### config.mk
export PLATFORM = sky130hd
export DESIGN_NAME = utf8_latin_fold_to_ascii_unit
export DESIGN_NICKNAME = d
export VERILOG_FILES = /design/src/u8fold_pkg.sv /design/src/u8fold_fold.sv /design/src/u8fold_decode.sv /design/src/utf8_latin_fold_to_ascii_unit.sv
export SDC_FILE = /design/constraint.sdc
export NUM_CORES = 1
export LEC_CHECK = 0
export BUFFER_PORTS_ARGS = -buffer_cell sky130_fd_sc_hd__buf_2
export CAP_MARGIN = 5
export CELL_PAD_IN_SITES_DETAIL_PLACEMENT = 1
export CELL_PAD_IN_SITES_GLOBAL_PLACEMENT = 2
export CORE_ASPECT_RATIO = 0.5
export CORE_UTILIZATION = 23
export DETAILED_ROUTE_END_ITERATION = 12
export PLACE_DENSITY = 0.6
export SYNTH_ARGS = -nofsm -noshare
export SYNTH_HDL_FRONTEND = slang
export SYNTH_SLANG_ARGS = --single-unit
### constraint.sdc
create_clock -name clk -period 3.6 [get_ports clk]
set_clock_uncertainty 0.1 [all_clocks]
set_input_delay 0.36 -clock clk [delete_from_list [all_inputs] [get_ports clk]]
set_output_delay 0.36 -clock clk [all_outputs]
set_load 0.1 [all_outputs]
### src/u8fold_pkg.sv
`timescale 1ns / 1ps
// ----------------------------------------------------------------------------
// u8fold_pkg
// Shared types, codes and fold tables for the UTF-8 to ASCII folding unit.
// ----------------------------------------------------------------------------
package u8fold_pkg;

    // Configuration register map
    localparam int CFG_IDX_W = 1;
    localparam int CFG_DATA_W = 8;
    localparam logic [CFG_IDX_W-1:0] CFG_LOWER_CASE = 1'd0;
    localparam logic [CFG_IDX_W-1:0] CFG_MAX_CHARS  = 1'd1;

    localparam logic       LOWER_CASE_RST = 1'b1;
    localparam logic [7:0] MAX_CHARS_RST  = 8'd39;

    // Two-byte leads that fold
    localparam logic [7:0] LEAD_LATIN1  = 8'hC3;
    localparam logic [7:0] LEAD_EXT_A_0 = 8'hC4;
    localparam logic [7:0] LEAD_EXT_A_1 = 8'hC5;

    // Continuation bytes to drop after multi-byte leads
    localparam logic [1:0] SKIP_THREE_BYTE = 2'd2;
    localparam logic [1:0] SKIP_FOUR_BYTE  = 2'd3;

    localparam logic [6:0] ASCII_UPPER_A = 7'h41;
    localparam logic [6:0] ASCII_UPPER_Z = 7'h5A;
    localparam logic [6:0] ASCII_CASE_BIT = 7'h20;
    localparam logic [7:0] NO_FOLD_MARK = 8'h2E;

    // Latin-1 supplement C3 80..BF
    localparam logic [0:63][7:0] LATIN1_FOLD =
        {"AAAAAAECEEEEIIIIDNOOOOOxOUUUUYPs", "aaaaaaeceeeeiiiidnooooo/ouuuuypy"};

    // Latin Extended-A, U+0100..U+017F; '.' has no fold
    localparam logic [0:127][7:0] EXT_A_FOLD =
        {"AaAaAaCcCcCcCcDd", "DdEeEeEeEeEeGgGg",
         "GgGg....IiIiIiIi", "Ii.......LlLlLl.",
         ".LlNnNnNn...OoOo", "Oo..RrRrRrSsSsSs",
         "SsTtTtTtUuUuUuUu", "UuUu..yy.ZzZzZz."};

    typedef struct packed {
        logic [7:0] byte_in;
        logic       string_end;
    } in_item_t;

    typedef struct packed {
        logic       char_valid;
        logic [6:0] char_out;
        logic       out_end;
    } out_item_t;

    typedef struct packed {
        logic       lower_case;
        logic [7:0] max_output_chars;
    } cfg_t;

endpackage

### src/u8fold_fold.sv
`timescale 1ns / 1ps
// ----------------------------------------------------------------------------
// u8fold_fold
// Folds a held C3/C4/C5 lead and its second byte to one ASCII character or 0.
// ----------------------------------------------------------------------------
module u8fold_fold (
    input  logic [7:0] lead,
    input  logic [7:0] second,
    output logic [6:0] ch
);

    logic [7:0] ext_entry;

    always_comb
    begin
        ext_entry = u8fold_pkg::EXT_A_FOLD[{lead[0], second[5:0]}];
        ch = '0;
        case (lead)
            u8fold_pkg::LEAD_LATIN1:
            begin
                // needs a real continuation byte
                if (second[7:6] == 2'b10)
                    ch = u8fold_pkg::LATIN1_FOLD[second[5:0]][6:0];
            end
            u8fold_pkg::LEAD_EXT_A_0, u8fold_pkg::LEAD_EXT_A_1:
            begin
                // second byte taken unchecked, low six bits only
                if (ext_entry != u8fold_pkg::NO_FOLD_MARK)
                    ch = ext_entry[6:0];
            end
            default:
                ch = '0;
        endcase
    end

endmodule

### src/u8fold_decode.sv
`timescale 1ns / 1ps
// ----------------------------------------------------------------------------
// u8fold_decode
// Per-byte decode: lead/skip/count state and the result for one byte.
// ----------------------------------------------------------------------------
module u8fold_decode (
    input  logic                  clk,
    input  logic                  rst_n,
    input  logic                  advance,
    input  u8fold_pkg::in_item_t  item,
    input  u8fold_pkg::cfg_t      cfg,
    output u8fold_pkg::out_item_t result
);

    logic [7:0] pend_reg;
    logic [7:0] pend_next;
    logic [1:0] skip_reg;
    logic [1:0] skip_next;
    logic [7:0] count_reg;
    logic [7:0] count_next;
    logic [6:0] fold_ch;
    logic [6:0] ch;
    logic [6:0] ch_cased;
    logic       emit;

    u8fold_fold u_fold (
        .lead   (pend_reg),
        .second (item.byte_in),
        .ch     (fold_ch)
    );

    always_comb
    begin
        ch         = '0;
        pend_next  = pend_reg;
        skip_next  = skip_reg;
        count_next = count_reg;

        if (skip_reg != 2'd0)
            skip_next = skip_reg - 2'd1;
        else if (pend_reg != 8'd0)
        begin
            ch        = fold_ch;
            pend_next = '0;
        end
        else if (!item.byte_in[7])
            ch = item.byte_in[6:0];
        else if (item.byte_in[7:5] == 3'b110)
        begin
            // lead as last byte is dropped
            if (!item.string_end)
                pend_next = item.byte_in;
        end
        else if (item.byte_in[7:4] == 4'b1110)
            skip_next = u8fold_pkg::SKIP_THREE_BYTE;
        else if (item.byte_in[7:3] == 5'b11110)
            skip_next = u8fold_pkg::SKIP_FOUR_BYTE;

        emit = (ch != 7'd0) && (count_reg < cfg.max_output_chars);

        if (cfg.lower_case
            && (ch inside {[u8fold_pkg::ASCII_UPPER_A:u8fold_pkg::ASCII_UPPER_Z]}))
            ch_cased = ch | u8fold_pkg::ASCII_CASE_BIT;
        else
            ch_cased = ch;

        if (emit)
            count_next = count_reg + 8'd1;

        if (item.string_end)
        begin
            pend_next  = '0;
            skip_next  = '0;
            count_next = '0;
        end

        result.char_valid = emit;
        result.char_out   = emit ? ch_cased : 7'd0;
        result.out_end    = item.string_end;
    end

    always_ff @(posedge clk or negedge rst_n)
    begin
        if (!rst_n)
        begin
            pend_reg  <= '0;
            skip_reg  <= '0;
            count_reg <= '0;
        end
        else if (advance)
        begin
            pend_reg  <= pend_next;
            skip_reg  <= skip_next;
            count_reg <= count_next;
        end
    end

endmodule

### src/utf8_latin_fold_to_ascii_unit.sv
`timescale 1ns / 1ps
// ----------------------------------------------------------------------------
// utf8_latin_fold_to_ascii_unit
// Folds a UTF-8 byte stream to ASCII, one result per input byte.
// ----------------------------------------------------------------------------
//  Channel  Signals                          Direction  Moves
//  src      src_valid / src_stall / src_item  in         one string byte + end flag
//  res      res_valid / res_stall / res_item  out        char_valid, char_out, out_end
//  cfg      cfg_we / cfg_index / cfg_data     in         register write, no handshake
//
//  One byte per cycle sustained while res_stall stays low; each byte passes the
//  input register, then the result register fed by the decode and fold logic.
//  Reset clears the decode state and restores lower_case = 1, limit = 39.
//  A stalled result holds; the input register holds behind it and src_stall
//  rises only when both registers are full and res_stall is high.
// ----------------------------------------------------------------------------
module utf8_latin_fold_to_ascii_unit (
    input  logic                                 clk,
    input  logic                                 rst_n,
    input  logic                                 src_valid,
    output logic                                 src_stall,
    input  u8fold_pkg::in_item_t                 src_item,
    output logic                                 res_valid,
    input  logic                                 res_stall,
    output u8fold_pkg::out_item_t                res_item,
    input  logic                                 cfg_we,
    input  logic [u8fold_pkg::CFG_IDX_W-1:0]     cfg_index,
    input  logic [u8fold_pkg::CFG_DATA_W-1:0]    cfg_data
);

    // configuration registers
    logic                  lower_case_reg;
    logic [7:0]            max_chars_reg;
    u8fold_pkg::cfg_t      cfg;

    // input stage
    logic                  s1_valid_reg;
    u8fold_pkg::in_item_t  s1_item_reg;

    // result stage
    logic                  res_valid_reg;
    u8fold_pkg::out_item_t res_item_reg;
    u8fold_pkg::out_item_t dec_result;

    logic res_hold;
    logic advance;
    logic src_take;

    // result register is busy while a transfer is stalled on it
    assign res_hold  = res_valid_reg && res_stall;
    // input byte moves into the result register
    assign advance   = s1_valid_reg && !res_hold;
    assign src_stall = s1_valid_reg && res_hold;
    assign src_take  = src_valid && !src_stall;

    assign cfg.lower_case       = lower_case_reg;
    assign cfg.max_output_chars = max_chars_reg;

    always_ff @(posedge clk or negedge rst_n)
    begin
        if (!rst_n)
        begin
            lower_case_reg <= u8fold_pkg::LOWER_CASE_RST;
            max_chars_reg  <= u8fold_pkg::MAX_CHARS_RST;
        end
        else if (cfg_we)
        begin
            case (cfg_index)
                u8fold_pkg::CFG_LOWER_CASE: lower_case_reg <= cfg_data[0];
                u8fold_pkg::CFG_MAX_CHARS:  max_chars_reg  <= cfg_data[7:0];
                default: ;
            endcase
        end
    end

    // valid flags
    always_ff @(posedge clk or negedge rst_n)
    begin
        if (!rst_n)
        begin
            s1_valid_reg  <= 1'b0;
            res_valid_reg <= 1'b0;
        end
        else
        begin
            if (src_take)
                s1_valid_reg <= 1'b1;
            else if (advance)
                s1_valid_reg <= 1'b0;

            if (advance)
                res_valid_reg <= 1'b1;
            else if (!res_stall)
                res_valid_reg <= 1'b0;
        end
    end

    // payload registers
    always_ff @(posedge clk)
    begin
        if (src_take)
            s1_item_reg <= src_item;
        if (advance)
            res_item_reg <= dec_result;
    end

    u8fold_decode u_decode (
        .clk     (clk),
        .rst_n   (rst_n),
        .advance (advance),
        .item    (s1_item_reg),
        .cfg     (cfg),
        .result  (dec_result)
    );

    assign res_valid = res_valid_reg;
    assign res_item  = res_item_reg;

    // an item leaving the input stage always lands in the result register
    a_advance_lands: assert property (@(posedge clk) disable iff (!rst_n)
        advance |=> res_valid_reg)
        else $error("item lost between input and result registers");

    // no character means a zero code
    a_idle_char_zero: assert property (@(posedge clk) disable iff (!rst_n)
        res_valid_reg && !res_item_reg.char_valid |-> res_item_reg.char_out == 7'd0)
        else $error("char_out nonzero without char_valid");

    // an emitted character is never NUL
    a_emit_nonzero: assert property (@(posedge clk) disable iff (!rst_n)
        res_valid_reg && res_item_reg.char_valid |-> res_item_reg.char_out != 7'd0)
        else $error("emitted NUL character");

    // stall only when the input and result stages are both full
    a_stall_full: assert property (@(posedge clk) disable iff (!rst_n)
        src_stall |-> s1_valid_reg && res_valid_reg)
        else $error("input stalled with free stages");

endmodule

# Word-level counts from Yosys, hierarchy flattened
# Memory sizes are Yosys's and may differ from the RTL's.
# Cells that the tools add are included.
[word_totals]
register_bits = 47
mem_bits_ro = 1536
inputBits = 23
output_inout_bits = 11
word_cells = 89
memories = 2
[memory_table]
columns = ["name", "words", "width", "read_ports", "rd_ports_with_merged_regs", "wr", "line", "source"]
rows = [
  ["(name not given)", 128, 8, 1, 0, 0, "u8fold_fold.sv:16", "ext_entry = u8fold_pkg::EXT_A_FOLD[{lead[0], second[5:0]}];"],
  ["(name not given)", 64, 8, 1, 0, 0, "u8fold_fold.sv:23", "ch = u8fold_pkg::LATIN1_FOLD[second[5:0]][6:0];"],
]
[op_classes]
addsub = 2
n_lt_le_gt_ge = 5
eq_ne = 12
mux = 29
bitwise = 3
reduce_logical = 24
[ops]
columns = ["op", "n"]
rows = [
  ["two-way mux 8 bit", 9],
  ["two-way mux 7 bit", 7],
  ["equality test 8 bit, second input constant", 3],
  ["greater-or-equal comparator 7 bit, second input constant", 2],
  ["two-way mux 2 bit", 7],
  ["case mux 7 bit (2 select lines)", 1],
  ["nonzero test 3 bit", 3],
  ["adder 8 x 1 -> 8 bit, second input constant", 1],
  ["greater-or-equal comparator 8 bit, second input constant", 1],
  ["less-than comparator 8 bit", 1],
  ["inequality test 8 x 6 -> 1 bit, second input constant", 1],
  ["NOT 7 -> 8 bit", 1],
  ["nonzero test 8 bit", 1],
  ["less-or-equal comparator 7 bit, second input constant", 1],
  ["logical AND 1 bit", 7],
  ["NOT 6 -> 7 bit", 1],
  ["nonzero test 7 bit", 1],
  ["two-way mux 6 bit", 1],
  ["inequality test 3 x 2 -> 1 bit, second input constant", 2],
  ["AND reduction 2 bit", 3],
  ["nonzero test 2 bit", 3],
  ["equality test 5 bit, second input constant", 1],
  ["AND reduction 5 bit", 1],
  ["equality test 4 bit, second input constant", 1],
  ["other kinds (11)", 15],
]

# Depth between registers and ports, before layout
[logic_depth]
ltp_word = 13
depth_mapped = 14
depth_no_buf = 11

# Hierarchy
# Synthesis repeated with hierarchy kept, for this count alone.
[unflattened]
hier_cells = 355
hier_area_um2 = 3338.2
[by_module_without_submodules]
columns = ["mod", "n_inst", "cells_each", "area_each_um2", "seq_area_each_um2"]
rows = [
  ["u8fold_decode", 1, 169, 1433.9, 450.4],
  ["utf8_latin_fold_to_ascii_unit", 1, 46, 1007.2, 822.0],
  ["u8fold_fold", 1, 140, 897.1, 0.0],
]

# Worst setup path after synthesis
# OpenSTA, ideal clock, no wires.
[synth_timing]
kind = "register to register"
from = "reg s1_item_reg[2] (netlist bit)"
to = "reg u_decode.count_reg[6]"
setup_ns = 0.126
arrival_ns = 3.370
required_ns = 3.374
setup_slack_ns = 0.004
path_stages_with_launch = 15
path_buffers = 3
period_less_slack_ns = 3.596
cell_sequence = "edfxtp_1 -> buf_2 -> inv_1 -> ha_1 -> buf_6 -> or4b_1 -> a31oi_1 -> a221o_1 -> nor2_2 -> a311o_1 -> a21o_1 -> and4b_1 -> buf_6 -> o311a_1 -> a221o_1"
[synth_via]
elab_chain_cells = 13
word_cells_on_any_way = 19
classes_between = "1 x eq/ne; 10 x mux; 2 x bitwise; 4 x reduce/logical; 2 x memory"
[synth_rtl]
columns = ["element", "line", "source"]
rows = [
  ["from (decl)", "utf8_latin_fold_to_ascii_unit.sv:38", "u8fold_pkg::in_item_t s1_item_reg;"],
  ["from (signal assigned)", "utf8_latin_fold_to_ascii_unit.sv:102", "s1_item_reg <= src_item;"],
  ["NOT 7 -> 8 bit (implied by the code)", "u8fold_fold.sv:16", ""],
  ["memory read (128 x 8 bit)", "--", ""],
  ["two-way mux 8 bit (implied by the code) (2 in series)", "u8fold_fold.sv:16", ""],
  ["inequality test 8 x 6 -> 1 bit", "u8fold_fold.sv:28", "if (ext_entry != u8fold_pkg::NO_FOLD_MARK)"],
  ["two-way mux 7 bit", "u8fold_fold.sv:28", ""],
  ["case mux 7 bit (2 select lines)", "u8fold_fold.sv:18", "case (lead)"],
  ["two-way mux 7 bit *", "u8fold_decode.sv:41", "else if (pend_reg != 8'd0)"],
  ["two-way mux 7 bit *", "u8fold_decode.sv:39", "if (skip_reg != 2'd0)"],
  ["nonzero test 7 bit *", "u8fold_decode.sv:59", "emit = (ch != 7'd0) && (count_reg < cfg.max_output_chars);"],
  ["logical AND 1 bit *", "u8fold_decode.sv:59", ""],
  ["nonzero test 2 bit (no line) *", "--", ""],
  ["AND reduction 2 bit (no line) *", "--", ""],
  ["to (signal assigned)", "u8fold_decode.sv:94", "count_reg <= count_next;"],
  ["to (decl)", "u8fold_decode.sv:19", "logic [7:0] count_reg;"],
]
# Mark *: on every way between the ends. The rest lies on a longest branch, timed or not. The select of a mux whose other input is x is not followed.
# A chain may end at the register's enable or synchronous reset.

# Final worst setup path
# Same ends and word-level chain as after synthesis.

==> flow_summary.toml <==
[power_and_ir_drop]
peakVddDrop_mv = 0.227
leakage_nw = 1.75
powerDensity_mw_per_mm2 = 751
report.power.total_mw = 3.16

[clocking]
cts_root_buffer = "clkbuf_16"
ctsHoldBuffers = 0
cts.clk_slew.worst_paths_ns = 0.07
clk_latency_ns = 0.29
cts_tree = "yes"
cts_buffer_depth = 2
cts_resized = 0
cts_max_level = 2
cts_setup_buffers = 0
cts_sinks = 47
cts_made_buffers = 5

[logic_synthesis]
seq_area_frac_synth = 0.364
synthCells = 389
syn_area_per_cell_um2 = 8.98
postSynth.asyncResetShare = 0.617
synth_area_mm2 = 0.00349
yosys-top-cells-area = "dfrtp_1 17%, edfxtp_1 15%, ha_1 5.7%"
synth_nets = 428
synth-main-ff-cell = "dfrtp_1"
synth-edff-count = 18
synth.distinct_cells = 74
synth-seq-cells = 47
synth_top_area_cell = "dfrtp_1"
synth_top_area_share = 0.172
yosys_warnings = 0

[routing]
wl_mm = 10.6
num_vias = 3171
detail_route.iter0.violations = 195
avgViaCountPerCell = 5.02
detail_route.first_pass.iterations = 4
routedWlPerCell_um = 16.8
drc = 0
drtAntennaViolNets = 0

[timing]
hold_viol = 0
final.setup.tns_ns = 0
setup_viol = 0
period_minus_slack_ns = 3.42
worst_pin_slew_ns = 1.07
layout_setup_ws_ns = 0.178
min_period_over_period = 0.951
max_freq_ghz = 0.292
hold_ws_ns = 0.0146
final_max_slew_viol_count = 0
rsz0062_at_grt = "false"
max-slew-margin-rel = 0.288

[setup_path]
cp.arrival_ns = 3.50
reg2reg_from = "s1_item_reg[2]"
reg2reg_slack_ns = 0.18
end_kind = "flip-flop"
setup.worst_path.start_class = "flip-flop"
path_delay_family = "compound AO/OA/AOI/OAI gates"
required_ns = 3.67
slowest_stage = "or4b_1"
path_max_fanout = 17
worst_path_most_repeated_cell = "a221o_1"
rr_worst_depth = 11
worst-path-buf-inv = 1
r2r_end = "u_decode.count_reg[6]"
slowest_delay_ns = 0.49
path_class = "reg -> reg"
crit_chain = "buf_6 -> ha_1 -> or4b_1 -> a31oi_2 -> a221o_1 -> nor2_2 -> a311o_1 -> a21o_1 -> and4b_2 -> o311a_1 -> a221o_1"

[grt]
grt_max_degree = 30
globalRouteTotalUtil = 0.144
grt-ovfl-total = 0
grt_pass1_vias = 3194
antenna_found_initial = 0
grt_pass1_wl_mm = 17.6

[finish]
drive_above_1_share = 0.237
fin_cells = 632
final_common_cell = "nand2_1"
nets = 472
antenna_cells = 0
fin_util = 0.287
area_growth_syn_to_layout_pct = 20.4
final_cell_mix = "34 x nand2_1, 33 x buf_2, 28 x nor2_1"
finalInstanceArea_mm2 = 0.00421

[job]
drv_cap = 0

[floorplan]
rows = 31
die_area_mm2 = 0.0157
die_y_um = 89.1
start_util = 0.238
core_area_mm2 = 0.0147
ios = 34
fp.dieW_um = 176

[outcome]
status = "complete, no violations"

[place]
gp_congestion = 0.788
dp_hpwl_mm = 8.02
pre_cts_slack_ns = 0.113
port_buffers = 33
dpl_cell_area_mm2 = 0.00399
dp_cells = 624

[min_path]
hold_path.class = "in -> async"
## power by group
part	leakage, nW	switching (mW)	internal, mW	total (mW)
clock network	0.0925	0.215	0.371	0.586
logic	1.13	1.10	0.639	1.74
registers	0.535	0.124	0.712	0.836
total	1.75	1.44	1.72	3.16
## cell usage after synthesis (6+ instances only)
library cell,n
nor2_1,28
nand2_1,34
a21oi_1,20
nand2b_1,9
a221o_1,6
o31ai_1,6
o21ai_0,17
clkbuf_1,8
and3_1,6
nor2b_1,10
buf_2,7
edfxtp_1,18
inv_1,22
nand3_1,11
nor3_1,15
a21o_1,7
a31oi_1,7
ha_1,16
mux2_2,10
dfrtp_1,24
## logic make-up after synthesis
kind of cell | Yosys count | synth area share
simple gates | 149 | 0.229
buf+inv | 49 | 0.0691
fa+ha+maj | 16 | 0.0573
xor+xnor | 1 | 0.00251
compound gates | 115 | 0.240
mux | 12 | 0.0380
flops | 47 | 0.364
## worst max path at each step
stage | slack, ns | endpoint | cells after the start | from
2_1_floorplan | 0.004 | u_decode.count_reg[6] | 14 | s1_item_reg[2]
3_3_place_gp | 0.17 | u_decode.count_reg[6] | 11 | s1_item_reg[2]
3_5_place_dp | 0.11 | u_decode.count_reg[6] | 11 | s1_item_reg[2]
4_1_cts | 0.1 | u_decode.count_reg[6] | 11 | s1_item_reg[2]
5_1_grt | 0.02 | u_decode.count_reg[6] | 11 | s1_item_reg[2]
6_report | 0.18 | u_decode.count_reg[6] | 11 | s1_item_reg[2]
## final cells by class
cell class | instances | area [um^2]
Tap cell | 198 | 248
Sequential cell | 47 | 1270
Fill cell | 1763 | 10500
Clock buffer | 6 | 150
Multi-Input combinational cell | 293 | 2000
Inverter | 25 | 93.8
Timing Repair Buffer | 61 | 404
Clock inverter | 2 | 36.3
## per-layer routing
layer	share of wire	GRT usage	wire length, um	vias up
met5	0	0	0	-
met1	0.53	0.203	5580	1600
met3	0.012	0.0191	127	6
met4	0.0073	0.0253	77	0
met2	0.45	0.238	4830	21
li1	-	-	-	1544
No activity file was read; power rests on OpenSTA's default activity.
